`src/dbt_pkg.sv`:
```
// ----------------------------------------------------------------------------
// dbt_pkg
// shared types, register indexes, mode codes and helpers of the dct block
// dihedral transform
// ----------------------------------------------------------------------------
package dbt_pkg;

  // configuration register indexes
  localparam logic [1:0] REG_BLOCKS_HIGH = 2'd0;
  localparam logic [1:0] REG_BLOCKS_WIDE = 2'd1;
  localparam logic [1:0] REG_MODE        = 2'd2;

  // request function codes
  localparam logic FUNC_WRITE = 1'b0;
  localparam logic FUNC_READ  = 1'b1;

  // coefficient value width and block geometry
  localparam int VAL_W    = 16;
  localparam int SIDE_W   = 7;
  localparam int IDX_W    = 6;

  typedef enum logic [2:0] {
    MODE_NONE   = 3'd0,
    MODE_T_H    = 3'd1,
    MODE_H_V    = 3'd2,
    MODE_T_V    = 3'd3,
    MODE_H      = 3'd4,
    MODE_T_H_V  = 3'd5,
    MODE_V      = 3'd6,
    MODE_T      = 3'd7
  } dbt_mode_t;

  typedef struct packed {
    logic t;   // transpose
    logic hm;  // horizontal mirror
    logic vm;  // vertical mirror
  } dbt_xform_t;

  // per-request control carried from front to back
  typedef struct packed {
    logic is_read;
    logic oor;
    logic neg_h;
    logic neg_v;
  } dbt_ctl_t;

  // back end status for checking
  typedef struct packed {
    logic s1_valid;
    logic stall;
  } dbt_stat_t;

  function automatic dbt_xform_t decode_mode(input dbt_mode_t m);
    dbt_xform_t x;
    x = '0;
    case (m)
      MODE_NONE:  x = '{t: 1'b0, hm: 1'b0, vm: 1'b0};
      MODE_T_H:   x = '{t: 1'b1, hm: 1'b1, vm: 1'b0};
      MODE_H_V:   x = '{t: 1'b0, hm: 1'b1, vm: 1'b1};
      MODE_T_V:   x = '{t: 1'b1, hm: 1'b0, vm: 1'b1};
      MODE_H:     x = '{t: 1'b0, hm: 1'b1, vm: 1'b0};
      MODE_T_H_V: x = '{t: 1'b1, hm: 1'b1, vm: 1'b1};
      MODE_V:     x = '{t: 1'b0, hm: 1'b0, vm: 1'b1};
      MODE_T:     x = '{t: 1'b1, hm: 1'b0, vm: 1'b0};
      default:    x = '0;
    endcase
    return x;
  endfunction

  // two's complement negate, most negative value saturates
  function automatic logic [VAL_W-1:0] sat_neg(input logic [VAL_W-1:0] x);
    logic [VAL_W-1:0] r;
    if (x == {1'b1, {(VAL_W-1){1'b0}}}) begin
      r = {1'b0, {(VAL_W-1){1'b1}}};
    end else begin
      r = (~x) + {{(VAL_W-1){1'b0}}, 1'b1};
    end
    return r;
  endfunction

endpackage

```
`src/dbt_front.sv`:
```
// ----------------------------------------------------------------------------
// dbt_front
// takes requests, checks bounds and maps output coordinates back to the
// source layout address
// ----------------------------------------------------------------------------
module dbt_front #(
  parameter int SIDE = 64,
  parameter int AW   = 18
) (
  input  logic                                in_valid,
  output logic                                in_ready,
  input  logic                                in_func,
  input  logic [dbt_pkg::IDX_W-1:0]           in_block_row,
  input  logic [dbt_pkg::IDX_W-1:0]           in_block_col,
  input  logic [dbt_pkg::IDX_W-1:0]           in_coef_pos,
  input  logic signed [dbt_pkg::VAL_W-1:0]    in_value,
  input  logic [dbt_pkg::SIDE_W-1:0]          blocks_high,
  input  logic [dbt_pkg::SIDE_W-1:0]          blocks_wide,
  input  dbt_pkg::dbt_mode_t                  mode,
  output logic                                push_valid,
  input  logic                                push_ready,
  output dbt_pkg::dbt_ctl_t                   push_ctl,
  output logic [AW-1:0]                       push_addr,
  output logic [dbt_pkg::VAL_W-1:0]           push_value
);

  logic [dbt_pkg::SIDE_W-1:0] sh, sw, lim_r, lim_c, rr, cc, r_src, c_src;
  logic [dbt_pkg::IDX_W-1:0]  pos_src;
  dbt_pkg::dbt_xform_t        xf;
  logic                       is_read, oor;
  logic [31:0]                blk, addr_full;

  always_comb begin
    // dimensions in use are capped at the plane size
    sh = (32'(blocks_high) > SIDE) ? dbt_pkg::SIDE_W'(SIDE) : blocks_high;
    sw = (32'(blocks_wide) > SIDE) ? dbt_pkg::SIDE_W'(SIDE) : blocks_wide;
    is_read = (in_func == dbt_pkg::FUNC_READ);
    xf = is_read ? dbt_pkg::decode_mode(mode) : '0;
    lim_r = xf.t ? sw : sh;
    lim_c = xf.t ? sh : sw;
    oor = ({1'b0, in_block_row} >= lim_r) || ({1'b0, in_block_col} >= lim_c);
    // undo vmirror, hmirror, then transpose
    rr = xf.vm ? (lim_r - 7'd1 - {1'b0, in_block_row}) : {1'b0, in_block_row};
    cc = xf.hm ? (lim_c - 7'd1 - {1'b0, in_block_col}) : {1'b0, in_block_col};
    if (xf.t) begin
      r_src   = cc;
      c_src   = rr;
      pos_src = {in_coef_pos[2:0], in_coef_pos[5:3]};
    end else begin
      r_src   = rr;
      c_src   = cc;
      pos_src = in_coef_pos;
    end
    blk = 32'(r_src) * 32'(SIDE) + 32'(c_src);
    addr_full = (blk << dbt_pkg::IDX_W) | 32'(pos_src);
  end

  assign in_ready   = push_ready;
  assign push_valid = in_valid;
  assign push_addr  = addr_full[AW-1:0];
  assign push_value = $unsigned(in_value);
  assign push_ctl   = '{is_read: is_read,
                        oor:     oor,
                        neg_h:   xf.hm & in_coef_pos[0],
                        neg_v:   xf.vm & in_coef_pos[3]};

endmodule

```
`config.mk`:
```
export PLATFORM = sky130hd
export DESIGN_NAME = dbt_front
export DESIGN_NICKNAME = d
export VERILOG_FILES = /design/src/dbt_pkg.sv /design/src/dbt_front.sv
export SDC_FILE = /design/constraint.sdc
export NUM_CORES = 1
export LEC_CHECK = 0
export BUFFER_PORTS_ARGS = -buffer_cell sky130_fd_sc_hd__buf_2
export CAP_MARGIN = 15
export CORE_MARGIN = 5
export CORE_UTILIZATION = 43
export DETAILED_ROUTE_END_ITERATION = 8
export GPL_TIMING_DRIVEN = 1
export PLACE_DENSITY = 0.81
export SYNTH_ARGS = -nofsm -noshare
export SYNTH_HDL_FRONTEND = slang
export SYNTH_SLANG_ARGS = --single-unit
```
`constraint.sdc`:
```
create_clock -name vclk -period 3.9
set_input_delay 0.39 -clock vclk [all_inputs]
set_output_delay 0.39 -clock vclk [all_outputs]
set_load 0.005 [all_outputs]
```
* Word-level counts from Yosys, hierarchy flattened
Memory sizes are Yosys's and may differ from the RTL's. Cells that the tools add are included.
Cells by class: $add $sub $neg 5, order comparisons 4, mux-type cells 10, bitwise gates (word level) 3, reductions and logical operators 1
Operators with widths (number):
- $mux W7 | 7
- $or A18 B6 Y18 | 1
- $ge A6 B7 Y1 | 2
- $gt A7 B7 Y1 const B | 2
- $sub A7 B1 Y7 const B | 2
- $sub A7 B6 Y7 | 2
- $add A12 B7 Y12 | 1
- $mux W6 | 2
- $mux W3 | 1
- $and A1 B1 Y1 | 2
- $logic_or A1 B1 Y1 | 1
Word-level totals: register bits 0, bits in read-only memories 24, input port bits 54, output and inout bits 40, logic and storage cells 24, memories 1
Memory list:
- (name not given) | depth 8, bits a word 3, read ports 1, clocked after memory_dff 0, wr ports 0, line dbt_pkg.sv:56 | case (m)

* Longest topological paths before layout
depth in word-level cells 9, gate-level depth with buffers 20, mapped depth without buffers 17

* Worst setup path before layout
No wires, ideal clock.
path kind input -> output, start point input port mode[0], end point output port push_addr[16], arrival 3472 ps, required time 3510 ps, setup slack 38 ps, stages on the path 20, cells stage by stage and2_2 -> clkbuf_2 -> buf_1 -> buf_1 -> nand3b_1 -> o21ai_0 -> ha_1 -> inv_1 -> fa_1 -> nand2b_1 -> o2bb2ai_1 -> nor2b_1 -> o21ai_0 -> nand2b_1 -> a32oi_1 -> a21oi_1 -> ha_1 -> ha_1 -> nand3_1 -> xnor2_1
Between the ends: cells in the longest elaborated chain, start to end 9
RTL lines:
- start: declaration | line dbt_front.sv:19 | input dbt_pkg::dbt_mode_t mode,
- $mem_v2 Z8 W3 (*)
- $mux W3 (*) | line dbt_front.sv:38 | xf = is_read ? dbt_pkg::decode_mode(mode) : '0;
- $mux W7 (on tied branches) | line dbt_front.sv:39, dbt_front.sv:40
- $sub A7 B1 Y7 (on tied branches) | line dbt_front.sv:43, dbt_front.sv:44
- $sub A7 B6 Y7 (on tied branches) | line dbt_front.sv:43, dbt_front.sv:44
- $mux W7 (on tied branches) | line dbt_front.sv:43, dbt_front.sv:44
- $mux W6 / $mux W7 (equally long branches) | line dbt_front.sv:45 | if (xf.t) begin
- $add A12 B7 Y12 (*) | line dbt_front.sv:54 | blk = 32'(r_src) * 32'(SIDE) + 32'(c_src);
- $or A18 B6 Y18 (*) | line dbt_front.sv:55 | addr_full = (blk << dbt_pkg::IDX_W) | 32'(pos_src);
- end: declaration | line dbt_front.sv:23 | output logic [AW-1:0] push_addr,
Every way passes the cells marked *; elsewhere a longest branch is shown, timed or not.

* Worst setup path after layout
Same ends and word-level chain as after synthesis.

==> results.toml <==
[yosys]
synthCells = 243
synth_top_area_share_pct = 18.92
synth_area_um2 = 1719
synth_area_leaders = "ha_1 (19%), buf_4 (9.2%), mux2i_1 (8.2%)"
post-synth-top-count-cell = "nand2_1"
synth_warnings = 0
avgSynthCellArea_um2 = 7.075
syn_nets = 325
synth_cell_types = 39
yosysTopAreaCell = "ha_1"
synth_commonest_cells = "nand2_1 (31), ha_1 (26), inv_1 (26)"
ys_seq_area_share_pct = 0

[detailed_routing]
via_count = 1721
top_layer_used = "met4"
vias_per_cell = 5.215
wl_met1_um = 1893
wl_met3_um = 336
wl_met2_um = 2212
ant_nets = 0
first_pass_iters = 4
wl_per_cell_um = 13.69
wl_um = 4517
first_iter_violations = 86
drcViolationCount = 0

[global_routing]
grt_pass1_wl_um = 7431
overflow = 0
grt_pass1_vias = 1688
grt.total_usage_pct = 17.02
antenna_found_initial = 0
grt_max_degree = 21

[pwr]
ir_worst_vdd_mv = 0.06114
power_mw = 0.2726
power.internal_mw = 0.1295
powerDensity_nw_per_um2 = 139.5
swShare_pct = 52.48
switchingPower_mw = 0.1431
power.leakage_nw = 1.020
p_seq_share_pct = 0
power_frac_comb_pct = 100.0
clockPowerShare_pct = 0

[hold_path]
min_path_type = "input port to output port"
min-delay-start = "push_ready"

[final_layout]
layout-drive-gt1-share_pct = 29.64
seqCellArea_um2 = 0
n_sequential_cell = 0
stdcell_count = 330
n_clock_buffer = 0
fin_area_um2 = 1954
num_antenna_cells = 0
fillers = 413
final_util_pct = 49.57
nNetsFinal = 364
area_delta_synth_final_pct = 13.68

[floorplan]
rows = 23
core_area_um2 = 3943
die_y_um = 73.23
fp.dieW_um = 73.23
start_util_pct = 43.61
io_pins = 94
dieArea_um2 = 5363

[place]
place_hpwl_um = 3929
dp.cells = 329
dp_slack_ns = 0.1390
placed_area_um2 = 1923
place_congestion = 0.9160
port_buffers = 58

[sta]
setup_ws_ns = 0.2801
hold_viol = 0
worstMarginPinSlew_ns = 0.3955
slew_violations = 0
finalSetupTns_ns = 0
holdWs_ns = 0.7800
setup_viol = 0
fmax_mhz = 276.2
min_period_over_period_pct = 92.82
max_slew_margin_pct = 72.88
min_period_ns = 3.620

[status]
outcome = "completed"

[worst_setup_path]
endpoint_kind = "output port"
cp-start-kind = "input port"
slowest_delay_ns = 0.39
critPathMaxFanout = 8
critPathArrivalTime_ns = 3.23
worst_path_max_delay_cell = "fa_1"
required_ns = 3.51
worstSetupPathType = "input port to output port"
startpoint = "mode[0]"
crit_chain = "buf_2 -> and2_4 -> nand3b_1 -> o21ai_1 -> ha_1 -> inv_1 -> fa_1 -> nand2b_1 -> o2bb2ai_1 -> nor2b_1 -> o21ai_0 -> nand2b_1 -> a32oi_1 -> a21oi_2 -> ha_1 -> ha_1 -> nand3_1 -> xnor2_1 -> buf_2"
crit_top_cell = "ha_1"

[job]
drv_cap = 0
routing by layer:
metal  vias to the layer above  global-route usage [%]
li1                        865                       -
met1                       778                   20.46
met2                        68                   31.88
met3                        10                   2.479
met4                         0                   2.869
met5                         -                       0
layout make-up:
| cell class | count | area (µm²) | area share (%) |
|---|---|---|---|
| inverter | 26 | 97.59 | 4.994 |
| timing repair buffer | 65 | 354.1 | 18.12 |
| tap | 50 | 62.56 | 3.201 |
| multi-input combinational | 189 | 1440 | 73.69 |
placed cells by master, fill, tap and decap left out, types with 5 or more instances in the layout:
cell type | netlist | final
buf_2 | 1 | 58
nand2_1 | 31 | 30
ha_1 | 26 | 26
mux2_2 | 7 | 7
a21oi_1 | 9 | 8
o21ai_0 | 22 | 19
buf_4 | 21 | 5
nor2_1 | 10 | 10
inv_1 | 26 | 26
xnor2_1 | 10 | 10
nor2b_1 | 9 | 9
mux2i_1 | 14 | 14
nand2b_1 | 14 | 14
path summary, 6_finish.rpt:
| kind | end | slack (ns) | cells past startpoint |
|---|---|---|---|
| worst max-delay path | push_addr[16] | 0.28 | 19 |
| worst min-delay path | in_ready | 0.78 | 0 |
cell families (layout without fill, tap and decap cells):
group                    after synthesis  count (layout)  share of synthesized area, %
multiplexers                          24              24                         15.79
XOR/XNOR                              12              12                         6.113
AO/OA/AOI/OAI                         48              48                         17.18
AND/OR/NAND/NOR                       77              77                         22.71
buffers and inverters                 54              91                         16.96
adder cells (fa/ha/maj)               28              28                         21.25
power groups by stage:
| stage | registers [mW] | logic [mW] | clock network (mW) |
|---|---|---|---|
| after global routing | 0 | 0.305 | 0 |
| after floorplan | 0 | 0.194 | 0 |
| after CTS | 0 | 0.269 | 0 |
| after global placement | 0 | 0.262 | 0 |
| final | 0 | 0.273 | 0 |
| after detailed placement | 0 | 0.268 | 0 |
worst max-delay path: cells and delay by family:
kind / cells / cell delay [ns]
and+or+nand+nor: 6 / 0.77
xor gates and xnor gates: 1 / 0.13
buffers and inverters: 3 / 0.39
AOI/OAI and AO/OA: 5 / 0.61
adders and majority gates: 4 / 0.95
timing repair:
item | CTS | global route
endpoints found under the setup margin | 0 | 5
setup buffers | 0 | 1
hold buffers | 0 | 0
resized for setup | 0 | 10
Power figures use the tool's default switching activity.
