File: src/dbt_queue.sv
// ----------------------------------------------------------------------------
// dbt_queue
// two-entry request queue between front and back
// ----------------------------------------------------------------------------
module dbt_queue #(
  parameter int W = 40
) (
  input  logic         clk,
  input  logic         rst_n,
  input  logic         push_valid,
  output logic         push_ready,
  input  logic [W-1:0] push_data,
  output logic         pop_valid,
  input  logic         pop_ready,
  output logic [W-1:0] pop_data
);

  logic [W-1:0] ent_r [2];
  logic         wr_ptr_r, wr_ptr_nxt;
  logic         rd_ptr_r, rd_ptr_nxt;
  logic [1:0]   cnt_r, cnt_nxt;
  logic         do_push, do_pop;

  assign push_ready = (cnt_r != 2'd2);
  assign pop_valid  = (cnt_r != 2'd0);
  assign pop_data   = ent_r[rd_ptr_r];
  assign do_push    = push_valid & push_ready;
  assign do_pop     = pop_valid & pop_ready;

  always_comb begin
    wr_ptr_nxt = do_push ? ~wr_ptr_r : wr_ptr_r;
    rd_ptr_nxt = do_pop ? ~rd_ptr_r : rd_ptr_r;
    cnt_nxt    = cnt_r + {1'b0, do_push} - {1'b0, do_pop};
  end

  always_ff @(posedge clk) begin
    if (!rst_n) begin
      wr_ptr_r <= 1'b0;
      rd_ptr_r <= 1'b0;
      cnt_r    <= 2'd0;
    end else begin
      wr_ptr_r <= wr_ptr_nxt;
      rd_ptr_r <= rd_ptr_nxt;
      cnt_r    <= cnt_nxt;
    end
  end

  always_ff @(posedge clk) begin
    if (do_push) begin
      ent_r[wr_ptr_r] <= push_data;
    end
  end

endmodule

File: config.mk
export PLATFORM = sky130hd
export DESIGN_NAME = dbt_queue
export DESIGN_NICKNAME = d
export VERILOG_FILES = /design/src/dbt_queue.sv
export SDC_FILE = /design/constraint.sdc
export NUM_CORES = 1
export LEC_CHECK = 0
export BUFFER_PORTS_ARGS = -buffer_cell sky130_fd_sc_hd__buf_2
export CORE_MARGIN = 4
export CORE_UTILIZATION = 40
export CTS_BUF_LIST = sky130_fd_sc_hd__clkbuf_16
export DETAILED_ROUTE_END_ITERATION = 6
export PLACE_DENSITY = 0.64
export SLEW_MARGIN = 30
export SYNTH_ARGS = -nofsm -noshare
export SYNTH_HDL_FRONTEND = slang
export SYNTH_SLANG_ARGS = --single-unit
File: constraint.sdc
create_clock -name clk -period 3.9 [get_ports clk]
set_input_delay 0.195 -clock clk [delete_from_list [all_inputs] [get_ports clk]]
set_output_delay 0.195 -clock clk [all_outputs]
set_load 0.005 [all_outputs]
* Word-level counts from Yosys, hierarchy flattened
Memories as Yosys holds them, arrays and structs flattened. A register that Yosys moved wholly into a read port is not among the register bits.
Cells that the tools add are included.
** Cells by class
- Bitwise gates (word level) :: 4
- Add/subtract/negate cells :: 2
- Reduce and logical (&&, ||, !) cells :: 1
- Muxes and demuxes :: 4
- Equal/unequal tests :: 1
** Operator list (number)
- 1-bit 2-to-1 mux :: 4
- 2-bit by 1-bit adder with 2-bit output :: 1
- 1-bit AND :: 2
- 2-bit inequality test (second input constant) :: 1
- 1-bit NOT :: 2
- 2-bit nonzero test :: 1
- 2-bit by 1-bit subtractor with 2-bit output :: 1
** Storage, ports and cells
- Output and inout bits :: 42
- Bits of input ports :: 44
- Bits in registers :: 4
- Logic and storage cells :: 16
- Memories kept :: 1
- RAM bits :: 80
** Memory list
- ent_r :: words 2, width 40, rd ports 1, clocked after Yosys merged registers in 1, wr ports 1, RTL line 18 : logic [W-1:0] ent_r [2];

* Depth between registers and ports, before layout
Gate-level depths: netlist of the first run.
- Word-level depth :: 4
- Mapped depth :: 8
- Mapped depth without buffers :: 8

* Least setup slack after synthesis of the first run
Ideal clock, no wire load.
- Path type :: flip-flop to flip-flop
- Start point :: reg cnt_r[0]
- End point :: mem ent_r[0][0] (enable)
- Stages on the path, launching flop included :: 4
- Period minus slack after synthesis :: 2.729 ns
- Required time :: 3.463 ns
- Data arrival time :: 2.292 ns
- Setup slack :: 1.171 ns
- Path buffers :: 0
- Library setup time :: 0.437 ns
- Cell sequence :: dfxtp_1 nand2b_1 nand2_1 nor2_1
** Between the ends
- Longest elaborated chain between the ends :: 4
** Ends and longest elaborated chain
- start, declared :: RTL line 21 : logic [1:0] cnt_r, cnt_nxt;
- start signal, assigned :: RTL line 44 : cnt_r <= cnt_nxt;
- 2-bit inequality test :: RTL line 24 : assign push_ready = (cnt_r != 2'd2);
- net push_ready :: RTL line 11 : output logic push_ready,
- 1-bit AND :: RTL line 27 : assign do_push = push_valid & push_ready;
- 1-bit 2-to-1 mux :: RTL line 49 : if (do_push) begin
- 1-bit 2-to-1 mux (not written as such) :: RTL line 50 : ent_r[wr_ptr_r] <= push_data;
- end, declared :: RTL line 18
The timed path passes the listed nets, and every way through them passes these cells.

* Worst setup path after layout of the first run
- Start point :: reg cnt_r[0]
- End point :: mem ent_r[0][33] (enable)
** Between the ends
- Longest elaborated chain between the ends :: 4
** Ends and longest elaborated chain (RTL line)
- 2-bit inequality test :: 24
- 1-bit AND :: 27
- 1-bit 2-to-1 mux :: 49
- 1-bit 2-to-1 mux (not written as such) :: 50
Every way passes these cells.

==> flow_summary.yaml, run 1 <==
clock_tree:
  cts_made_buffers: 9
  clock_sinks: 85
  cts_root_buffer: "clkbuf_16"
  cts_setup_buffers: 0
  cts_hold_buf: 0
  cts_buffer_depth: 2
  clk_pin_slew_ps: 60
  insertion_delay_ps: 320
  htreeDepth: 3
  ctsResizeCount: 0
  cts_tree: "yes"
final_layout:
  fillerInstances: 668
  num_antenna_cells: 0
  syn2layout_area_growth_pct: 25.8
  drive_gt1_share_pct: 58.8
  fin_util_pct: 51.3
  most-common-layout-cells: "buf_2, edfxtp_1, mux2_2"
  final_common_cell: "buf_2"
  fin_nets: 287
  design_area_um2: 3940
  layoutNonFillerInstCount: 347
sta:
  hold_viol: 0
  finalCriticalPeriod_ps: 1820
  drv_slew: 0
  fin_worst_skew_ps: 5.92
  tns_ps: 0
  setup_violations: 0
  slew_headroom_pct: 54.9
  fmax_ghz: 0.551
  tightest_slew_ps: 674
  rsz0062_at_grt: "no"
  finalCritPeriodShare_pct: 46.5
route:
  drtIter0Drc: 43
  drc_errors: 0
  final_antenna_net_count: 0
  viasPerCell: 4.59
  finalWirelength_mm: 5.13
  wire_per_inst_um: 14.8
  vias: 1592
  drtPass1Iterations: 4
yosys:
  yosysTopAreaCell: "edfxtp_1"
  yosysSeqAreaShare_pct: 79.9
  synth_warnings: 0
  synthTopCellsByArea: "edfxtp_1, mux2_2, dfxtp_1"
  netlist.area_leader.share_pct: 76.7
  syn_inst: 148
  synth_nets: 194
  synth_cell_types: 16
  ys_seq_elements: 85
  synth_area_per_cell_um2: 21.2
  synth_area_um2: 3130
die:
  rows: 32
  die_area_um2: 9310
  coreArea_um2: 7690
  die_w_um: 96.5
  fp.dieH_um: 96.5
  io_pins: 86
  start_util_pct: 40.8
global_routing:
  grt_max_degree: 41
  overflow: 0
  grt.total_usage_pct: 11.3
  antenna_found_initial: 0
  grt_pass1_vias: 1649
  grt_pass1_wl_mm: 7.70
flow_run:
  maxCapViolCount: 0
worst_setup_path:
  required_ps: 3930
  crit_path_end_kind: "flop"
  ff2ff_setup_slack_ps: 2080
  arrival_ps: 1840
  reg2reg_from: "cnt_r[0]"
  critical_path_class: "reg2reg"
  startpoint: "cnt_r[0]"
  cp-start-kind: "flop"
  cp_max_fo: 21
placed_design:
  gp_congestion: 0.705
  io_buffers: 85
  place_hpwl_mm: 3.32
  dp.cells: 332
  dpl_cell_area_um2: 3680
min_path:
  worstHoldPathType: "in2reg"
  hp-start: "push_data[25]"
power:
  power_density_nw_per_um2: 623
  p_leak_nw: 1.47
  peakVddDrop_v: 0.000367
  p_total_mw: 2.46
outcome:
  status: "finished clean"
-- layer usage --
layer  track usage (%)  wire length, µm  share of wire, %
met5                 0                0                 0
met4              6.66               89               1.7
met3              3.64              371               7.2
met2              18.9             2610                51
met1              12.6             2060                40
-- final timing paths --
check                       to  depth (start not counted)
setup / recovery  ent_r[0][33]                          4
hold / removal    ent_r[1][25]                          1
setup reg to reg  ent_r[0][33]                          4
hold reg to reg       wr_ptr_r                          2
-- report_power, final --
group	total [mW]	internal, mW	switching (mW)	leakage (nW)
Combinational	0.495	0.285	0.210	0.558
Sequential	1.23	1.15	0.0826	0.790
Clock	0.730	0.420	0.310	0.126
-- registers in the layout, indices dropped and copies added (netlist names), named ones only --
name      cells
ent_r        80
cnt_r         2
rd_ptr_r      1
wr_ptr_r      1
-- cell families after synthesis --
family / Yosys count / synth area share (%)
DFF: 85 / 79.9
muxes: 41 / 14.7
and+or+nand+nor: 11 / 1.96
buffers and inverters: 5 / 1.56
xor gates and xnor gates: 3 / 0.839
adders and majority gates: 2 / 0.799
AOI/OAI and AO/OA: 1 / 0.280
-- critical path, cell delays in order, from the launching register on --
cell	delay, ps
dfxtp_1	360
nand2b_1	190
nand2_1	160
nor2_4	550
buf_16	240
-- area by class of cell --
type / count / area (µm²) / area share (%)
inverters: 1 / 3.75 / 0.0952
repair buffers: 86 / 453 / 11.5
clock buffers: 9 / 225 / 5.71
well taps: 102 / 128 / 3.24
multi-input cells: 58 / 594 / 15.1
flip-flops and latches: 85 / 2510 / 63.6
clock inverters: 6 / 32.5 / 0.825
-- cell usage after synthesis --
master,count
edfxtp_1,80
mux2i_1,1
ha_1,2
nor2_1,1
nand2b_1,2
nand2_1,2
and2_1,2
nor2b_1,2
and3_1,1
o21a_2,1
mux2_2,40
inv_1,1
or2_2,1
dfxtp_1,5
xnor2_1,3
buf_6,4
-- per-stage QoR --
stage	setup WS (ps)	hold WS [ps]
2_1_floorplan	1170	294
5_1_grt	1940	47.8
3_5_place_dp	2080	387
6_report	2080	59.5
4_1_cts	1780	46.8
3_3_place_gp	1950	385
Note: power is estimated with default switching activity, not from simulation.
==> run 2: changes to the inputs <==
- PLACE_DENSITY: 0.64 -> 0.66
- clock period: 3.9 -> 1.5 ns (I/O delays scaled with it)
==> flow_summary.yaml, run 2 (synthesis results as in run 1) <==
min_path:
  worstHoldPathType: "in2reg"
route:
  drtIter0Drc: 45
  drtPass1Iterations: 4
  drc_errors: 0
  wire_per_inst_um: 15.5
  vias: 1791
  final_antenna_net_count: 0
  viasPerCell: 4.44
  finalWirelength_mm: 6.27
placed_design:
  dp.cells: 341
  gp_congestion: 0.699
  io_buffers: 85
  place_hpwl_mm: 3.62
flow_run:
  maxCapViolCount: 0
worst_setup_path:
  ff2ff_setup_slack_ps: 0
  cp_max_fo: 10
  required_ps: 1420
  crit_path_end_kind: "output pin"
  arrival_ps: 1440
  cp-start-kind: "flop"
  critical_path_class: "reg2out"
power:
  pwr-share-comb_pct: 32.4
  net-switching-power_mw: 1.86
  internal_power_mw: 5.85
  p_leak_nw: 1.92
  p_total_mw: 7.71
  power_frac_clock_pct: 27.3
  power_density_nw_per_um2: 1560
  seq_power_share_pct: 40.3
  peakVddDrop_v: 0.00106
  p_sw_share_pct: 24.1
clock_tree:
  cts_made_buffers: 9
  cts_buffer_depth: 2
  cts_tree: "yes"
  clk_pin_slew_ps: 60
  clock_sinks: 85
  htreeDepth: 3
  insertion_delay_ps: 330
  cts_root_buffer: "clkbuf_16"
final_layout:
  reg.largest.list: "ent_r (80), cnt_r (2)"
  largest_register_ffs: 80
  regMostFlops: "ent_r"
  layoutNonFillerInstCount: 403
  fillerInstances: 552
  fin_util_pct: 64.1
  num_antenna_cells: 0
  fin_nets: 342
  syn2layout_area_growth_pct: 57.4
  final_common_cell: "edfxtp_1"
  most-common-layout-cells: "edfxtp_1, buf_2, dlygate4sd3_1"
  drive_gt1_share_pct: 55.8
sta:
  rsz0062_at_grt: "yes"
  drv_slew: 0
  whs_ps: 38.1
  finalCritPeriodShare_pct: 101
  fin_ws_ps: -11.0
  tightest_slew_ps: 191
  setup_violations: 6
  hold_viol: 0
  finalCriticalPeriod_ps: 1510
  slew_headroom_pct: 87.2
  fmax_ghz: 0.662
  fin_worst_skew_ps: 7.15
global_routing:
  grt_pass1_wl_mm: 8.76
  grt.total_usage_pct: 12.9
  overflow: 0
  grt_max_degree: 24
  antenna_found_initial: 0
  grt_pass1_vias: 1874
outcome:
  violations: "negative setup slack"
  status: "finished with violations"
die:
  start_util_pct: 40.8
  fp.dieH_um: 96.5
  io_pins: 86
  coreArea_um2: 7690
  die_area_um2: 9310
  die_w_um: 96.5
  rows: 32
run 2: changes by cell type in the layout (fill, tap and decap cells not counted), moves of 2 or more:
cell	change
inv_1	-2
buf_6	+24
dfxtp_1	-2
mux2_4	+27
buf_4	+5
buf_12	+7
ha_1	-2
buf_2	-24
clkbuf_16	+2
dlygate4sd3_1	+40
mux2_2	-27
ha_4	+2
run 2: final timing paths:
path / to / cells after the start / start
min: cnt_r[0] / 2 / rst_n
max: pop_data[6] / 3 / flop
min reg2reg: wr_ptr_r / 2 / wr_ptr_r
max reg2reg: cnt_r[1] / 7 / cnt_r[1]
run 2: repair_timing:
item | in CTS | in global routing
gates resized for setup | 10 | 51
endpoints found under the setup margin | 35 | 38
setup buffers | 2 | 1
hold endpoints to repair | 80 | 0
pin swaps | 6 | 2
gates cloned | 1 | 2
hold buffers | 40 | 0
run 2: area by class of cell:
| cell class | instances | area (µm²) | share of cell area [%] |
|---|---|---|---|
| Clock buffer | 9 | 225 | 4.57 |
| Clock inverter | 7 | 66.3 | 1.34 |
| Inverter | 1 | 3.75 | 0.0761 |
| Multi-Input combinational cell | 58 | 746 | 15.1 |
| Sequential cell | 85 | 2510 | 50.9 |
| Tap cell | 102 | 128 | 2.59 |
| Timing Repair Buffer | 141 | 1250 | 25.4 |
run 2: metal layers:
layer / track usage, % / wire length (µm)
met5: 0 / 0
met4: 4.21 / 46
met3: 5.42 / 397
met2: 21.7 / 3230
met1: 15.0 / 2590
run 2: power by group through the flow:
stage          Sequential [mW]  Clock (mW)  Combinational, mW
3_5_place_dp              3.16           0               1.63
6_report                  3.11        2.11               2.50
2_1_floorplan             3.12           0              0.930
4_1_cts                   3.10        2.16               1.97
5_1_grt                   3.13        2.29               2.66
3_3_place_gp              3.14           0               1.62
run 2: worst max-delay path, cell delays in order (launching register included):
cell and delay, ps:
dfxtp_4 370, bufbuf_16 280, mux2_2 330, buf_2 130
run 2: stage by stage:
step / setup slack [ps] / setup TNS, ps / area [µm²]
after floorplan: -46.0 / -1840 / 3160
after global placement: 1.70 / 0 / 3820
after detailed placement: -48.0 / -48.0 / 3820
after CTS: -35.9 / -825 / 4620
after global routing: -55.5 / -1260 / 4930
final: -11.0 / -39.4 / 4930
