$ cat src/dbt_pkg.sv
// ----------------------------------------------------------------------------
// dbt_pkg
// shared types, register indexes, mode codes and helpers of the dct block
// dihedral transform
// ----------------------------------------------------------------------------
package dbt_pkg;

  // configuration register indexes
  localparam logic [1:0] REG_BLOCKS_HIGH = 2'd0;
  localparam logic [1:0] REG_BLOCKS_WIDE = 2'd1;
  localparam logic [1:0] REG_MODE        = 2'd2;

  // request function codes
  localparam logic FUNC_WRITE = 1'b0;
  localparam logic FUNC_READ  = 1'b1;

  // coefficient value width and block geometry
  localparam int VAL_W    = 16;
  localparam int SIDE_W   = 7;
  localparam int IDX_W    = 6;

  typedef enum logic [2:0] {
    MODE_NONE   = 3'd0,
    MODE_T_H    = 3'd1,
    MODE_H_V    = 3'd2,
    MODE_T_V    = 3'd3,
    MODE_H      = 3'd4,
    MODE_T_H_V  = 3'd5,
    MODE_V      = 3'd6,
    MODE_T      = 3'd7
  } dbt_mode_t;

  typedef struct packed {
    logic t;   // transpose
    logic hm;  // horizontal mirror
    logic vm;  // vertical mirror
  } dbt_xform_t;

  // per-request control carried from front to back
  typedef struct packed {
    logic is_read;
    logic oor;
    logic neg_h;
    logic neg_v;
  } dbt_ctl_t;

  // back end status for checking
  typedef struct packed {
    logic s1_valid;
    logic stall;
  } dbt_stat_t;

  function automatic dbt_xform_t decode_mode(input dbt_mode_t m);
    dbt_xform_t x;
    x = '0;
    case (m)
      MODE_NONE:  x = '{t: 1'b0, hm: 1'b0, vm: 1'b0};
      MODE_T_H:   x = '{t: 1'b1, hm: 1'b1, vm: 1'b0};
      MODE_H_V:   x = '{t: 1'b0, hm: 1'b1, vm: 1'b1};
      MODE_T_V:   x = '{t: 1'b1, hm: 1'b0, vm: 1'b1};
      MODE_H:     x = '{t: 1'b0, hm: 1'b1, vm: 1'b0};
      MODE_T_H_V: x = '{t: 1'b1, hm: 1'b1, vm: 1'b1};
      MODE_V:     x = '{t: 1'b0, hm: 1'b0, vm: 1'b1};
      MODE_T:     x = '{t: 1'b1, hm: 1'b0, vm: 1'b0};
      default:    x = '0;
    endcase
    return x;
  endfunction

  // two's complement negate, most negative value saturates
  function automatic logic [VAL_W-1:0] sat_neg(input logic [VAL_W-1:0] x);
    logic [VAL_W-1:0] r;
    if (x == {1'b1, {(VAL_W-1){1'b0}}}) begin
      r = {1'b0, {(VAL_W-1){1'b1}}};
    end else begin
      r = (~x) + {{(VAL_W-1){1'b0}}, 1'b1};
    end
    return r;
  endfunction

endpackage

$ cat src/dbt_back.sv
// ----------------------------------------------------------------------------
// dbt_back
// issues queued requests to the coefficient ram, applies the negations and
// holds the result in an output register
// ----------------------------------------------------------------------------
module dbt_back #(
  parameter int AW = 18
) (
  input  logic                             clk,
  input  logic                             rst_n,
  input  logic                             pop_valid,
  output logic                             pop_ready,
  input  dbt_pkg::dbt_ctl_t                pop_ctl,
  input  logic [AW-1:0]                    pop_addr,
  input  logic [dbt_pkg::VAL_W-1:0]        pop_value,
  output logic                             ram_we,
  output logic                             ram_re,
  output logic [AW-1:0]                    ram_addr,
  output logic [dbt_pkg::VAL_W-1:0]        ram_wdata,
  input  logic [dbt_pkg::VAL_W-1:0]        ram_rdata,
  output logic                             out_valid,
  input  logic                             out_ready,
  output logic signed [dbt_pkg::VAL_W-1:0] out_result_value,
  output logic                             out_out_of_range,
  output dbt_pkg::dbt_stat_t               stat
);

  logic                        s1_valid_r, s1_valid_nxt;
  dbt_pkg::dbt_ctl_t           s1_ctl_r;
  logic                        out_valid_r, out_valid_nxt;
  logic [dbt_pkg::VAL_W-1:0]   out_value_r;
  logic                        out_oor_r;
  logic                        s1_adv, issue;
  logic [dbt_pkg::VAL_W-1:0]   res;

  assign s1_adv    = s1_valid_r & (~out_valid_r | out_ready);
  assign pop_ready = ~s1_valid_r | s1_adv;
  assign issue     = pop_valid & pop_ready;

  assign ram_we    = issue & ~pop_ctl.is_read & ~pop_ctl.oor;
  assign ram_re    = issue & pop_ctl.is_read & ~pop_ctl.oor;
  assign ram_addr  = pop_addr;
  assign ram_wdata = pop_value;

  always_comb begin
    res = ram_rdata;
    if (s1_ctl_r.neg_h) begin
      res = dbt_pkg::sat_neg(res);
    end
    if (s1_ctl_r.neg_v) begin
      res = dbt_pkg::sat_neg(res);
    end
    if (!s1_ctl_r.is_read || s1_ctl_r.oor) begin
      res = '0;
    end
    s1_valid_nxt  = issue ? 1'b1 : (s1_adv ? 1'b0 : s1_valid_r);
    out_valid_nxt = s1_adv ? 1'b1 : (out_ready ? 1'b0 : out_valid_r);
  end

  always_ff @(posedge clk) begin
    if (!rst_n) begin
      s1_valid_r  <= 1'b0;
      out_valid_r <= 1'b0;
    end else begin
      s1_valid_r  <= s1_valid_nxt;
      out_valid_r <= out_valid_nxt;
    end
  end

  always_ff @(posedge clk) begin
    if (issue) begin
      s1_ctl_r <= pop_ctl;
    end
    if (s1_adv) begin
      out_value_r <= res;
      out_oor_r   <= s1_ctl_r.oor;
    end
  end

  assign out_valid        = out_valid_r;
  assign out_result_value = $signed(out_value_r);
  assign out_out_of_range = out_oor_r;
  assign stat             = '{s1_valid: s1_valid_r, stall: s1_valid_r & ~s1_adv};

endmodule

$ cat config.mk
export PLATFORM = sky130hd
export DESIGN_NAME = dbt_back
export DESIGN_NICKNAME = d
export VERILOG_FILES = /design/src/dbt_pkg.sv /design/src/dbt_back.sv
export SDC_FILE = /design/constraint.sdc
export NUM_CORES = 1
export LEC_CHECK = 0
export ABC_CLOCK_PERIOD_IN_PS = 5050
export BUFFER_PORTS_ARGS = -buffer_cell sky130_fd_sc_hd__buf_4
export CAP_MARGIN = 10
export CORE_ASPECT_RATIO = 0.5
export CORE_MARGIN = 10
export CORE_UTILIZATION = 47
export DETAILED_ROUTE_END_ITERATION = 6
export PLACE_DENSITY = 0.84
export SETUP_SLACK_MARGIN = 0.05
export SYNTH_ARGS = -nofsm -noshare
export SYNTH_HDL_FRONTEND = slang
export SYNTH_SLANG_ARGS = --single-unit
$ cat constraint.sdc
create_clock -name clk -period 5.05 [get_ports clk]
set_clock_uncertainty 0.2 [all_clocks]
set_input_delay 1.01 -clock clk [delete_from_list [all_inputs] [get_ports clk]]
set_output_delay 1.01 -clock clk [all_outputs]
set_load 0.01 [all_outputs]
# Word-level counts from Yosys, hierarchy flattened
# Index checks and enable logic that the tools add are counted.
[word_totals]
inputBits = 58
word_cells = 40
regBits = 23
[op_classes]
eq_ne = 2
muxes = 8
reduce_logical = 4
n_addsub = 2
n_bitwise = 16
[ops]
columns = ["operator", "count"]
rows = [
  ["$mux 16", 4],
  ["$add 16x1->16 const B", 2],
  ["$eq 16x16->1 const B", 2],
  ["$not 16->16", 2],
  ["$and 1x1->1", 7],
  ["$not 1->1", 5],
  ["$mux 1", 4],
  ["$reduce_bool 2->1", 2],
  ["$or 1x1->1", 2],
  ["$logic_not 1->1", 1],
  ["$logic_or 1x1->1", 1],
]

# Depth between registers and ports, before layout
# Gate-level depths: netlist (run 1).
[depth]
ltp_word = 8
ltp_mapped = 14
mapped_depth_nobuf = 10

# Least setup slack after synthesis (run 1)
# OpenSTA, ideal clock, no wires.
[synth_path]
kind = "input port to flip-flop"
startpoint = "input port ram_rdata[1] (netlist name)"
endpoint = "register out_value_r, in the netlist out_result_value[10] (data pin)"
required_ns = 4.703
stages = 13
setup_time_ns = 0.147
arrival_time_ns = 3.914
path_buffers = 4
slack_ns = 0.790
cell_sequence = "buf_6 -> inv_1 -> ha_1 -> or3b_2 -> buf_2 -> nand2_1 -> xor2_1 -> nand3_1 -> or4_4 -> or4_1 -> buf_2 -> buf_6 -> a21oi_2"
[synth_via]
elab_chain_len = 8
elab_cells_between_ends = 10
cone_classes = "add/sub (2); eq/ne (2); mux (4); bitwise (2)"
[synth_lines]
columns = ["element", "line_no", "text"]
rows = [
  ["start: declaration", "dbt_back.sv:20", "input logic [dbt_pkg::VAL_W-1:0] ram_rdata,"],
  ["$not 16->16", "dbt_pkg.sv:76", "r = (~x) + {{(VAL_W-1){1'b0}}, 1'b1};"],
  ["$add 16x1->16", "dbt_pkg.sv:76", ""],
  ["$mux 16", "dbt_pkg.sv:73", "if (x == {1'b1, {(VAL_W-1){1'b0}}}) begin"],
  ["$mux 16 (*)", "dbt_back.sv:47", "if (s1_ctl_r.neg_h) begin"],
  ["$not 16->16", "dbt_pkg.sv:76", ""],
  ["$add 16x1->16", "dbt_pkg.sv:76", ""],
  ["$mux 16", "dbt_pkg.sv:73", ""],
  ["$mux 16 (*)", "dbt_back.sv:50", "if (s1_ctl_r.neg_v) begin"],
  ["end signal: assignment", "dbt_back.sv:75", "out_value_r <= res;"],
  ["end: declaration", "dbt_back.sv:31", "logic [dbt_pkg::VAL_W-1:0] out_value_r;"],
]
# Every way passes the cells marked *; elsewhere a longest branch is shown, timed or not.
# A chain may end at the register's enable or synchronous reset.

# Final worst setup path (run 1)
[layout_path]
startpoint = "input port ram_rdata[1] (netlist name)"
endpoint = "register out_value_r, in the netlist out_result_value[7] (data pin)"
# Same word-level chain as after synthesis.

==> results of run 1 <==
where the power goes:
group	switching, W	internal (W)	leakage (nW)	total, W
logic	0.0000808	0.0000617	0.686	0.000142
registers	0.00000637	0.000219	0.219	0.000226
clock network	0.0000575	0.0000550	0.0255	0.000113
sequential cells by signal (all words and copies together) (netlist names):
name,count
s1_valid_r,1
out_result_value,16
s1_ctl_r,4
out_valid,1
out_out_of_range,1
worst max-delay path, cell delays in order:
cell                      delay [ps]
sky130_fd_sc_hd__buf_4           140
sky130_fd_sc_hd__inv_1            80
sky130_fd_sc_hd__ha_1            250
sky130_fd_sc_hd__or3b_2          610
sky130_fd_sc_hd__nand2_1         130
sky130_fd_sc_hd__xor2_1          230
sky130_fd_sc_hd__nand3_1         200
sky130_fd_sc_hd__or4_4           540
sky130_fd_sc_hd__or4_1           860
sky130_fd_sc_hd__a21oi_1         280
final timing paths:
| kind | startpoint | to | slack, ps | cells after the start |
|---|---|---|---|---|
| worst max register to register | s1_ctl_r[1] | out_result_value[7] | 1340 | 9 |
| worst max-delay path | ram_rdata[1] | out_result_value[7] | 590 | 10 |
| worst min register to register | s1_ctl_r[2] | out_out_of_range | 260 | 0 |
| worst min-delay path | s1_ctl_r[2] | out_out_of_range | 260 | 0 |
layout make-up:
| cell class | count | area [um2] | share of cell area, % |
|---|---|---|---|
| repair buffers | 53 | 398 | 15.9 |
| clock inverters | 1 | 5.00 | 0.200 |
| well taps | 70 | 87.6 | 3.49 |
| flip-flops and latches | 23 | 671 | 26.8 |
| inverters | 9 | 33.8 | 1.35 |
| clock buffers | 3 | 41.3 | 1.65 |
| multi-input cells | 185 | 1270 | 50.7 |
cell usage in the layout, fill, tap and decap left out, drive strengths merged, types with 3 or more instances in the layout:
cell    Yosys  routed
buf        44      53
edfxtp     21      21
a21oi      20      20
nand2      17      17
o21ai      17      17
nor2       14      14
xor2       11      11
o31ai      11      11
inv         9       9
nor4        8       8
or4         6       6
nor2b       5       5
nand3       5       5
xnor2       5       5
nor3        4       4
or2         4       4
o211ai      4       4
nor3b       4       4
o41ai       4       4
nand4       3       3
nand2b      3       3
o22ai       3       3
o21a        3       3
clkbuf      9       3
routing by layer:
layer  GRT usage [%]  vias up  share of wire (%)  wire, um
li1                -      981                  -         -
met1            15.6      909                 38      2430
met2            23.6      107                 49      3100
met3            4.33       22                 11       726
met4            5.19        0                2.0       128
met5               0        -                  0         0
cells by family (layout without fill, tap and decap cells):
group,Yosys count,in the layout,share of synthesized area (%)
AO/OA/AOI/OAI,83,83,26.3
XOR/XNOR,16,16,5.99
adder cells (fa/ha/maj),2,2,1.07
buffers and inverters,62,66,17.0
flip-flops,23,23,28.7
multiplexers,2,2,0.963
AND/OR/NAND/NOR,82,82,20.0
metrics by stage:
| step | cells | setup slack (ps) | util [%] | instance area [um2] | total power (W) |
|---|---|---|---|---|---|
| floorplan | 270 | 790 | - | 2340 | 0.000347 |
| global placement | 340 | 503 | 50.6 | 2460 | 0.000365 |
| detailed placement | 340 | 363 | 50.6 | 2460 | 0.000371 |
| CTS | 344 | 637 | 51.5 | 2510 | 0.000480 |
| global route | 344 | 371 | 51.5 | 2510 | 0.000501 |
| finish | 344 | 592 | 51.5 | 2510 | 0.000481 |
==> run summary, run 1 <==
FINAL LAYOUT
------------------------------------------------------------------------------------
Number of antenna repair diodes .......................................            0
Post-layout net count .................................................          335
Area growth from synthesis to layout ..................................        7.17%
Fraction of final layout cells sized beyond drive strength 1 ..........        29.6%
Number of filler cells placed in the layout ...........................          463

TIMING
------------------------------------------------------------------------------------
Hold Worst Slack ......................................................       257 ps
Fmax ..................................................................      224 MHz
Worst rel slew slack ..................................................        47.8%
Final period demand of the worst path .................................      4460 ps
Final-report max-slew violation count .................................            0
Slew at the pin closest to its max-slew limit .........................       783 ps
Setup TNS .............................................................         0 ps
Final clock period utilization by the worst path ......................        88.3%
Count of final setup violators ........................................            0
RSZ-0062 raised after global routing ..................................        false
Number of endpoints with negative hold slack in the final report ......            0

YOSYS
------------------------------------------------------------------------------------
Main synth FF type .................................................... sky130_fd_sc_hd__edfxtp_1
Largest cells by area after synthesis ................................. sky130_fd_sc_hd__edfxtp_1 (27%), sky130_fd_sc_hd__buf_4 (11%), sky130_fd_sc_hd__xor2_1 (4.1%), sky130_fd_sc_hd__a21oi_2 (3.7%), sky130_fd_sc_hd__o31ai_1 (3.2%)
Cell type contributing the most total cell area after synthesis ....... sky130_fd_sc_hd__edfxtp_1
Share of Yosys cell area claimed by the top area cell type ............        27.0%
Ranking of synthesized cells by instance count ........................ sky130_fd_sc_hd__buf_4 (35), sky130_fd_sc_hd__edfxtp_1 (21), sky130_fd_sc_hd__nand2_1 (17)
Asr flop ratio synth ..................................................           0%
Register area share after synthesis ...................................        28.7%
Yosys reg bits ........................................................           23
Most frequent cell after synthesis .................................... sky130_fd_sc_hd__buf_4
Post-Synthesis Net Count ..............................................          330
Number of synthesized flops with an enable pin ........................           21
Syn_area_per_cell .....................................................     8.66 um2
Distinct cells, synth .................................................           59
Number of instances in the synthesized netlist ........................          270
Mapped Area ...........................................................     2340 um2
Warning count from the yosys run ......................................            0

DIE
------------------------------------------------------------------------------------
Overall die height ....................................................      69.9 um
Initial Utilization ...................................................        48.1%
Core ar. ..............................................................     4860 um2
Die footprint .........................................................     8370 um2
Die width .............................................................       120 um
Rows ..................................................................           18
IO Count ..............................................................          115

WORST SETUP PATH
------------------------------------------------------------------------------------
Category of the critical setup timing path ............................       in2reg
Arrival time of data at the critical path endpoint ....................      4340 ps
Data required time of the worst path ..................................      4930 ps
Peak fanout along the critical path ...................................           14
Kind of end point of the critical path ................................    flip-flop
Startpoint types ...................................................... primary input

GLOBAL ROUTE
------------------------------------------------------------------------------------
Global routing usage summed across all routing layers .................        13.7%
Vias in the first global route ........................................        1,854
Grt ovf ...............................................................            0
Wire length of the first global-routing pass ..........................      9800 um
Antenna violations before repair ......................................            0
Pin count of the biggest net entering global routing ..................           30

CLOCK TREE
------------------------------------------------------------------------------------
Clock root buffer ..................................................... sky130_fd_sc_hd__clkbuf_8
Clock tree from TritonCTS .............................................        built
Post-CTS setup repair buffer count ....................................            0
Number of hold-repair buffers added at the cts stage ..................            0
Cts bufs inserted .....................................................            3
Clock transition at the registers of the reported paths ...............        90 ps
Number of cells upsized or downsized after cts ........................            0
Clock net sink count ..................................................           23
Clock insertion delay at the later pin of the skew report .............       260 ps
Max clock buf depth ...................................................            2
Count of H-tree levels built during CTS ...............................            1

DETAILED ROUTING
------------------------------------------------------------------------------------
Antenna viol nets, final ..............................................            0
Number of DRC violations after detailed routing .......................            0
First-iteration detailed-routing DRC count ............................          307
Vias per inst .........................................................         5.87
Overall via count from detail_route ...................................        2,019
Final wirelength ......................................................      6380 um
Detailed-routing iteration count for the pre-antenna-repair pass ......            5
Wire length per cell ..................................................      18.5 um

PWR
------------------------------------------------------------------------------------
Worst IR drop on VDD ..................................................     0.112 mV
P_leak ................................................................     0.931 nW
Areal power density over the cells ....................................   192 nW/um2

RUN STATUS
------------------------------------------------------------------------------------
Run status ............................................................ finished, final reports clean

WORST HOLD PATH
------------------------------------------------------------------------------------
Hold Crit Class .......................................................      reg2reg

PLACED DESIGN
------------------------------------------------------------------------------------
Port buffer count .....................................................           46
Weighted congestion at the end of routability-driven global placement .        0.918
Post-detailed-placement half-perimeter wirelength .....................      5090 um

FLOW RUN
------------------------------------------------------------------------------------
Max-cap violations ....................................................            0

Power figures use the tool's default switching activity.
==> run 2, diff against run 1 <==
Settings changed: ABC_CLOCK_PERIOD_IN_PS 5050 to 5650, CORE_UTILIZATION 47 to 49, PLACE_DENSITY 0.84 to 0.87.
Clock period 5.05 ns to 5.65 ns, I/O delays scaled along.
==> run 2 against run 1 <==
  * Sequential power fell by 11%
  * First-iteration DRC count fell by 23%
  * Count of clock-buffer cells in the layout did not move
  * Cell count fell by 1.7%
  * Utilization rose by 3.6 points
  * Worst setup slack improved by 510 ps
  * Largest cell class unchanged
  * Largest power group unchanged
==> run summary, run 2 (same netlist as run 1, synthesis figures left out) <==
PWR
------------------------------------------------------------------------------------
Worst IR drop on VDD ..................................................    0.0933 mV   -16%
Power share of the clock group ........................................        22.9%   -0.5 points
P_leak ................................................................     0.922 nW   -0.90%
Sw power ..............................................................   0.000128 W   -12%
Cell-internal power ...................................................   0.000300 W   -11%
Overall Power .........................................................   0.000428 W   -11%
Areal power density over the cells ....................................   172 nW/um2   -10%
Combinational Power Share .............................................        30.0%   +0.4 points
Flop pwr share ........................................................        47.1%   about the same
Fraction of power spent switching nets ................................        29.9%   -0.24 points

FINAL LAYOUT
------------------------------------------------------------------------------------
Fraction of final layout cells sized beyond drive strength 1 ..........        29.0%   -0.52 points
Number of filler cells placed in the layout ...........................          415   -10%
Footprint of the multi-input gates ....................................     1270 um2   unchanged
Sequential standard cell area .........................................      671 um2   unchanged
Most common library cell in the layout ignoring fill and taps ......... sky130_fd_sc_hd__buf_4
Post-layout net count .................................................          333   -0.60%
Number of antenna repair diodes .......................................            0   unchanged
Max reg flops .........................................................           16   unchanged
Area growth from synthesis to layout ..................................        6.31%
Most frequent cells in the layout ..................................... sky130_fd_sc_hd__buf_4 (51), sky130_fd_sc_hd__edfxtp_1 (21), sky130_fd_sc_hd__nand2_1 (17), sky130_fd_sc_hd__nor2_1 (14), sky130_fd_sc_hd__o21ai_0 (14)

WORST SETUP PATH
------------------------------------------------------------------------------------
Launch point of the critical path ..................................... ram_rdata[1]
Category of the critical setup timing path ............................       in2reg
Worst R2R Start .......................................................  s1_ctl_r[1]
Kind of end point of the critical path ................................    flip-flop
Arrival time of data at the critical path endpoint ....................      4440 ps   +100 ps
Data required time of the worst path ..................................      5540 ps   +610 ps
Worst reg2reg path depth ..............................................            8   -1
Startpoint types ...................................................... primary input
Peak fanout along the critical path ...................................           14   unchanged

DETAILED ROUTING
------------------------------------------------------------------------------------
Overall via count from detail_route ...................................        2,066   +2.3%
First-iteration detailed-routing DRC count ............................          237   -23%
Vias per inst .........................................................         6.11   +4.1%
Number of DRC violations after detailed routing .......................            0   unchanged
Antenna viol nets, final ..............................................            0   unchanged
Detailed-routing iteration count for the pre-antenna-repair pass ......            5   unchanged
Final wirelength ......................................................      6480 um   +1.5%
Wire length per cell ..................................................      19.2 um   +3.3%

DIE
------------------------------------------------------------------------------------
Die footprint .........................................................     8100 um2   -3.2%
Core ar. ..............................................................     4510 um2   -7.3%
IO Count ..............................................................          115   unchanged
Rows ..................................................................           17   -1
Die width .............................................................       118 um   -1.7%
Overall die height ....................................................      68.9 um   -1.5%
Initial Utilization ...................................................        51.9%   +3.8 points

WORST HOLD PATH
------------------------------------------------------------------------------------
Number of cells traversed by the worst hold path ......................            0   unchanged
Hold Crit Class .......................................................      reg2reg
Start point of the worst hold path ....................................  s1_ctl_r[2]

GLOBAL ROUTE
------------------------------------------------------------------------------------
Vias in the first global route ........................................        1,846   -0.43%
Global routing usage summed across all routing layers .................        14.9%   +1.1 points
Grt ovf ...............................................................            0   unchanged
Antenna violations before repair ......................................            0   unchanged
Pin count of the biggest net entering global routing ..................           33   +10%
Wire length of the first global-routing pass ..........................      9870 um   +0.77%

TIMING
------------------------------------------------------------------------------------
RSZ-0062 raised after global routing ..................................        false
Final clock period utilization by the worst path ......................        80.5%
Number of endpoints with negative hold slack in the final report ......            0   unchanged
Final-report max-slew violation count .................................            0   unchanged
Worst rel slew slack ..................................................        43.2%   -4.6 points
Fmax ..................................................................      220 MHz
Final period demand of the worst path .................................      4550 ps
Slew at the pin closest to its max-slew limit .........................       845 ps   +61.9 ps
Setup TNS .............................................................         0 ps   unchanged
Count of final setup violators ........................................            0   unchanged

CLOCK TREE
------------------------------------------------------------------------------------
Clock insertion delay at the later pin of the skew report .............       260 ps   about the same
Clock net sink count ..................................................           23   unchanged
Clock transition at the registers of the reported paths ...............        80 ps   about the same
Clock root buffer ..................................................... sky130_fd_sc_hd__clkbuf_8
Number of hold-repair buffers added at the cts stage ..................            0   unchanged
Post-CTS setup repair buffer count ....................................            0   unchanged
Count of H-tree levels built during CTS ...............................            1   unchanged
Cts bufs inserted .....................................................            3   unchanged
Clock tree from TritonCTS .............................................        built
Max clock buf depth ...................................................            2   unchanged
Number of cells upsized or downsized after cts ........................            0   unchanged

PLACED DESIGN
------------------------------------------------------------------------------------
Weighted congestion at the end of routability-driven global placement .        0.869   -5.4%
Port buffer count .....................................................           46   unchanged
Post-detailed-placement half-perimeter wirelength .....................      5280 um   +3.6%

FLOW RUN
------------------------------------------------------------------------------------
Max-cap violations ....................................................            0   unchanged

RUN STATUS
------------------------------------------------------------------------------------
Run status ............................................................ finished, final reports clean

run 2: cell type report:
cell class / instances / area share (%)
sequential: 23 / 27.0
tap: 66 / 3.32
clock inverter: 1 / 0.201
clock buffer: 3 / 1.66
inverter: 9 / 1.36
timing repair buffer: 51 / 15.4
multi-input combinational: 185 / 51.1
run 2: power groups by stage:
| stage | sequential, W | combinational, W | clock [W] |
|---|---|---|---|
| 2_1_floorplan | 0.000207 | 0.000103 | 0 |
| 3_3_place_gp | 0.000205 | 0.000121 | 0 |
| 3_5_place_dp | 0.000205 | 0.000127 | 0 |
| 4_1_cts | 0.000202 | 0.000127 | 0.000101 |
| 5_1_grt | 0.000203 | 0.000140 | 0.000108 |
| 6_report | 0.000202 | 0.000128 | 0.0000982 |
run 2: final timing paths:
path                                       endpoint  slack, ps
worst max-delay path            out_result_value[0]       1100
worst min-delay path               out_out_of_range        250
worst min register to register     out_out_of_range        250
worst max register to register  out_result_value[0]       1860
run 2: worst max-delay path: stages:
cell and delay [ps]:
sky130_fd_sc_hd__buf_4 150, sky130_fd_sc_hd__inv_1 80, sky130_fd_sc_hd__ha_1 240, sky130_fd_sc_hd__or3b_2 600, sky130_fd_sc_hd__nand2_1 130, sky130_fd_sc_hd__xor2_1 240
sky130_fd_sc_hd__nand3_1 200, sky130_fd_sc_hd__or4_4 550, sky130_fd_sc_hd__or4_1 850, sky130_fd_sc_hd__a21oi_1 270
run 2: metal layers:
layer | vias to the layer above | share of wire (%) | GRT usage (%)
li1 | 972 | - | -
met1 | 937 | 38 | 17.3
met2 | 133 | 47 | 25.4
met3 | 24 | 12 | 4.62
met4 | 0 | 2.5 | 7.19
met5 | - | 0 | 0
run 2: per-stage QoR:
stage	worst slack, ps	util (%)	std cells	hold WS (ps)	cell area [um2]
2_1_floorplan	1270	-	270	217	2340
3_3_place_gp	992	54.1	334	226	2440
3_5_place_dp	871	54.1	334	227	2440
4_1_cts	1140	55.1	338	248	2490
5_1_grt	953	55.1	338	255	2490
6_report	1100	55.1	338	251	2490
==> run 3, diff against run 2 <==
Settings changed: ABC_CLOCK_PERIOD_IN_PS 5650 to 4500, CORE_UTILIZATION 49 to 47, PLACE_DENSITY 0.87 to 0.84.
Clock period 5.65 ns to 4.5 ns, I/O delays scaled along.
==> run 3 against run 2 <==
  * Count of clock-buffer cells in the layout rose by 1
  * Non-clock buffer count rose by 4
  * Cell count rose by 2.4%
  * Combinational power rose by 25%
  * Sequential power rose by 25%
  * Register-to-register slack got worse by 690 ps
==> run summary, run 3 (same netlist as run 1, synthesis figures left out) <==
PWR
------------------------------------------------------------------------------------
Sw power ..............................................................   0.000154 W   +21%
P_leak ................................................................     0.943 nW   +2.3%
Power share of the clock group ........................................        22.6%   -0.3 points
Flop pwr share ........................................................        47.4%   +0.3 points
Areal power density over the cells ....................................   211 nW/um2   +22%
Cell-internal power ...................................................   0.000379 W   +26%
Overall Power .........................................................   0.000534 W   +25%
Fraction of power spent switching nets ................................        29.0%   -0.91 points
Combinational Power Share .............................................        30.1%   about the same
Worst IR drop on VDD ..................................................     0.110 mV   +18%

DIE
------------------------------------------------------------------------------------
IO Count ..............................................................          115   unchanged
Core ar. ..............................................................     4860 um2   +7.9%
Die footprint .........................................................     8370 um2   +3.3%
Die width .............................................................       120 um   +1.8%
Rows ..................................................................           18   +1
Initial Utilization ...................................................        48.1%   -3.8 points
Overall die height ....................................................      69.9 um   +1.5%

WORST SETUP PATH
------------------------------------------------------------------------------------
Arrival time of data at the critical path endpoint ....................      4020 ps   -420 ps
Data required time of the worst path ..................................      4390 ps   -1150 ps
Highest cell delay on the worst timing path ...........................       610 ps   -240 ps
Cell family with the largest share of critical-path delay ............. simple AND/OR/NAND/NOR gates
Category of the critical setup timing path ............................       in2reg
Slowest CP cell ....................................................... sky130_fd_sc_hd__or3b_2
Startpoint types ...................................................... primary input
Kind of end point of the critical path ................................    flip-flop
Critical path, cell by cell ........................................... buf_4, inv_1, ha_1, or3b_2, nand2_1, xor2_1, nand3_1, or4_4, or4_1, buf_12, a21oi_1
Number of buffer and inverter instances along the worst setup path ....            3   +1
Slack of the worst reg-to-reg path ....................................      1170 ps   -690 ps
Peak fanout along the critical path ...................................           14   unchanged

GLOBAL ROUTE
------------------------------------------------------------------------------------
Antenna violations before repair ......................................            0   unchanged
Wire length of the first global-routing pass ..........................      9720 um   -1.5%
Vias in the first global route ........................................        1,903   +3.1%
Global routing usage summed across all routing layers .................        13.5%   -1.3 points
Pin count of the biggest net entering global routing ..................           18   -45%
Grt ovf ...............................................................            0   unchanged

CLOCK TREE
------------------------------------------------------------------------------------
Clock tree from TritonCTS .............................................        built
Post-CTS setup repair buffer count ....................................            0   unchanged
Clock insertion delay at the later pin of the skew report .............       250 ps   about the same
Cts bufs inserted .....................................................            3   unchanged
Clock net sink count ..................................................           23   unchanged
Number of cells upsized or downsized after cts ........................            0   unchanged
Clock root buffer ..................................................... sky130_fd_sc_hd__clkbuf_8
Number of hold-repair buffers added at the cts stage ..................            0   unchanged
Max clock buf depth ...................................................            2   unchanged
Clock transition at the registers of the reported paths ...............        70 ps   about the same
Count of H-tree levels built during CTS ...............................            1   unchanged

DETAILED ROUTING
------------------------------------------------------------------------------------
Antenna viol nets, final ..............................................            0   unchanged
First-iteration detailed-routing DRC count ............................          257   +8.4%
Final wirelength ......................................................      6210 um   -4.0%
Wire length per cell ..................................................      18.0 um   -6.2%
Number of DRC violations after detailed routing .......................            0   unchanged
Overall via count from detail_route ...................................        2,056   -0.48%
Vias per inst .........................................................         5.94   -2.8%
Detailed-routing iteration count for the pre-antenna-repair pass ......            4   -1

FINAL LAYOUT
------------------------------------------------------------------------------------
Non-filler cells in the finished layout ...............................          346   +2.4%
Area growth from synthesis to layout ..................................        8.29%
Most frequent cells in the layout ..................................... sky130_fd_sc_hd__buf_4 (54), sky130_fd_sc_hd__edfxtp_1 (21), sky130_fd_sc_hd__nand2_1 (17), sky130_fd_sc_hd__nor2_1 (14), sky130_fd_sc_hd__o21ai_0 (14)
Post-layout net count .................................................          337   +1.2%
Most common library cell in the layout ignoring fill and taps ......... sky130_fd_sc_hd__buf_4
Core utilization of the finished layout ...............................        52.1%   -3.1 points
Fraction of final layout cells sized beyond drive strength 1 ..........        29.7%   +0.67 points
Max reg flops .........................................................           16   unchanged
Number of antenna repair diodes .......................................            0   unchanged

RUN STATUS
------------------------------------------------------------------------------------
Run status ............................................................ finished, final reports clean

TIMING
------------------------------------------------------------------------------------
Final clock period utilization by the worst path ......................        91.7%
Worst rel slew slack ..................................................        44.2%   +0.98 points
Final period demand of the worst path .................................      4130 ps
Slew at the pin closest to its max-slew limit .........................       830 ps   -14.6 ps
Number of endpoints with negative hold slack in the final report ......            0   unchanged
RSZ-0062 raised after global routing ..................................        false
Setup TNS .............................................................         0 ps   unchanged
Count of final setup violators ........................................            0   unchanged
Final-report max-slew violation count .................................            0   unchanged
Fmax ..................................................................      242 MHz

WORST HOLD PATH
------------------------------------------------------------------------------------
Hold Crit Class .......................................................      reg2reg

PLACED DESIGN
------------------------------------------------------------------------------------
Post-detailed-placement half-perimeter wirelength .....................      5130 um   -2.8%
Weighted congestion at the end of routability-driven global placement .        0.898   +3.3%
Port buffer count .....................................................           46   unchanged
Cell total after placement ............................................          342   +2.4%

FLOW RUN
------------------------------------------------------------------------------------
Max-cap violations ....................................................            0   unchanged

## run 3: metal layers
metal	vias up	routed length, um	global-route usage [%]
met4	0	136	4.92
li1	987	-	-
met2	95	2960	22.4
met1	950	2450	16.2
met3	24	666	4.17
met5	-	0	0
## run 3: path summary, 6_finish.rpt
path	depth (start not counted)	start	to
setup reg to reg	9	s1_ctl_r[1]	out_result_value[0]
setup / recovery	11	ram_rdata[1]	out_result_value[0]
hold / removal	0	s1_ctl_r[2]	out_out_of_range
hold reg to reg	0	s1_ctl_r[2]	out_out_of_range
## run 3: per-stage QoR
stage / hold WS, ps / setup WS [ps] / instance area, um2
4_1_cts: 259 / 396 / 2530
5_1_grt: 273 / 211 / 2530
2_1_floorplan: 217 / 350 / 2340
3_3_place_gp: 228 / 238 / 2490
3_5_place_dp: 239 / 134 / 2490
6_report: 259 / 372 / 2530
## run 3: cell type report
class / count / area (um2)
Multi-Input combinational cell: 185 / 1270
Inverter: 9 / 33.8
Sequential cell: 23 / 671
Timing Repair Buffer: 55 / 425
Clock buffer: 4 / 45.0
Tap cell: 70 / 87.6
Fill cell: 435 / 2330
## run 3: power groups by stage
stage / clock network (W) / logic [W] / registers [W]
3_3_place_gp: 0 / 0.000154 / 0.000257
5_1_grt: 0.000133 / 0.000175 / 0.000254
3_5_place_dp: 0 / 0.000159 / 0.000257
2_1_floorplan: 0 / 0.000130 / 0.000259
4_1_cts: 0.000124 / 0.000160 / 0.000253
6_report: 0.000120 / 0.000160 / 0.000253
## run 3: worst reg2reg max path: stages (launching register included)
cell,delay (ps)
sky130_fd_sc_hd__edfxtp_1,570
sky130_fd_sc_hd__nor4bb_1,240
sky130_fd_sc_hd__nand4_1,140
sky130_fd_sc_hd__and2_1,250
sky130_fd_sc_hd__ha_1,200
sky130_fd_sc_hd__o21ai_1,100
sky130_fd_sc_hd__or4_4,550
sky130_fd_sc_hd__or4_1,590
sky130_fd_sc_hd__buf_12,180
sky130_fd_sc_hd__a21oi_1,140
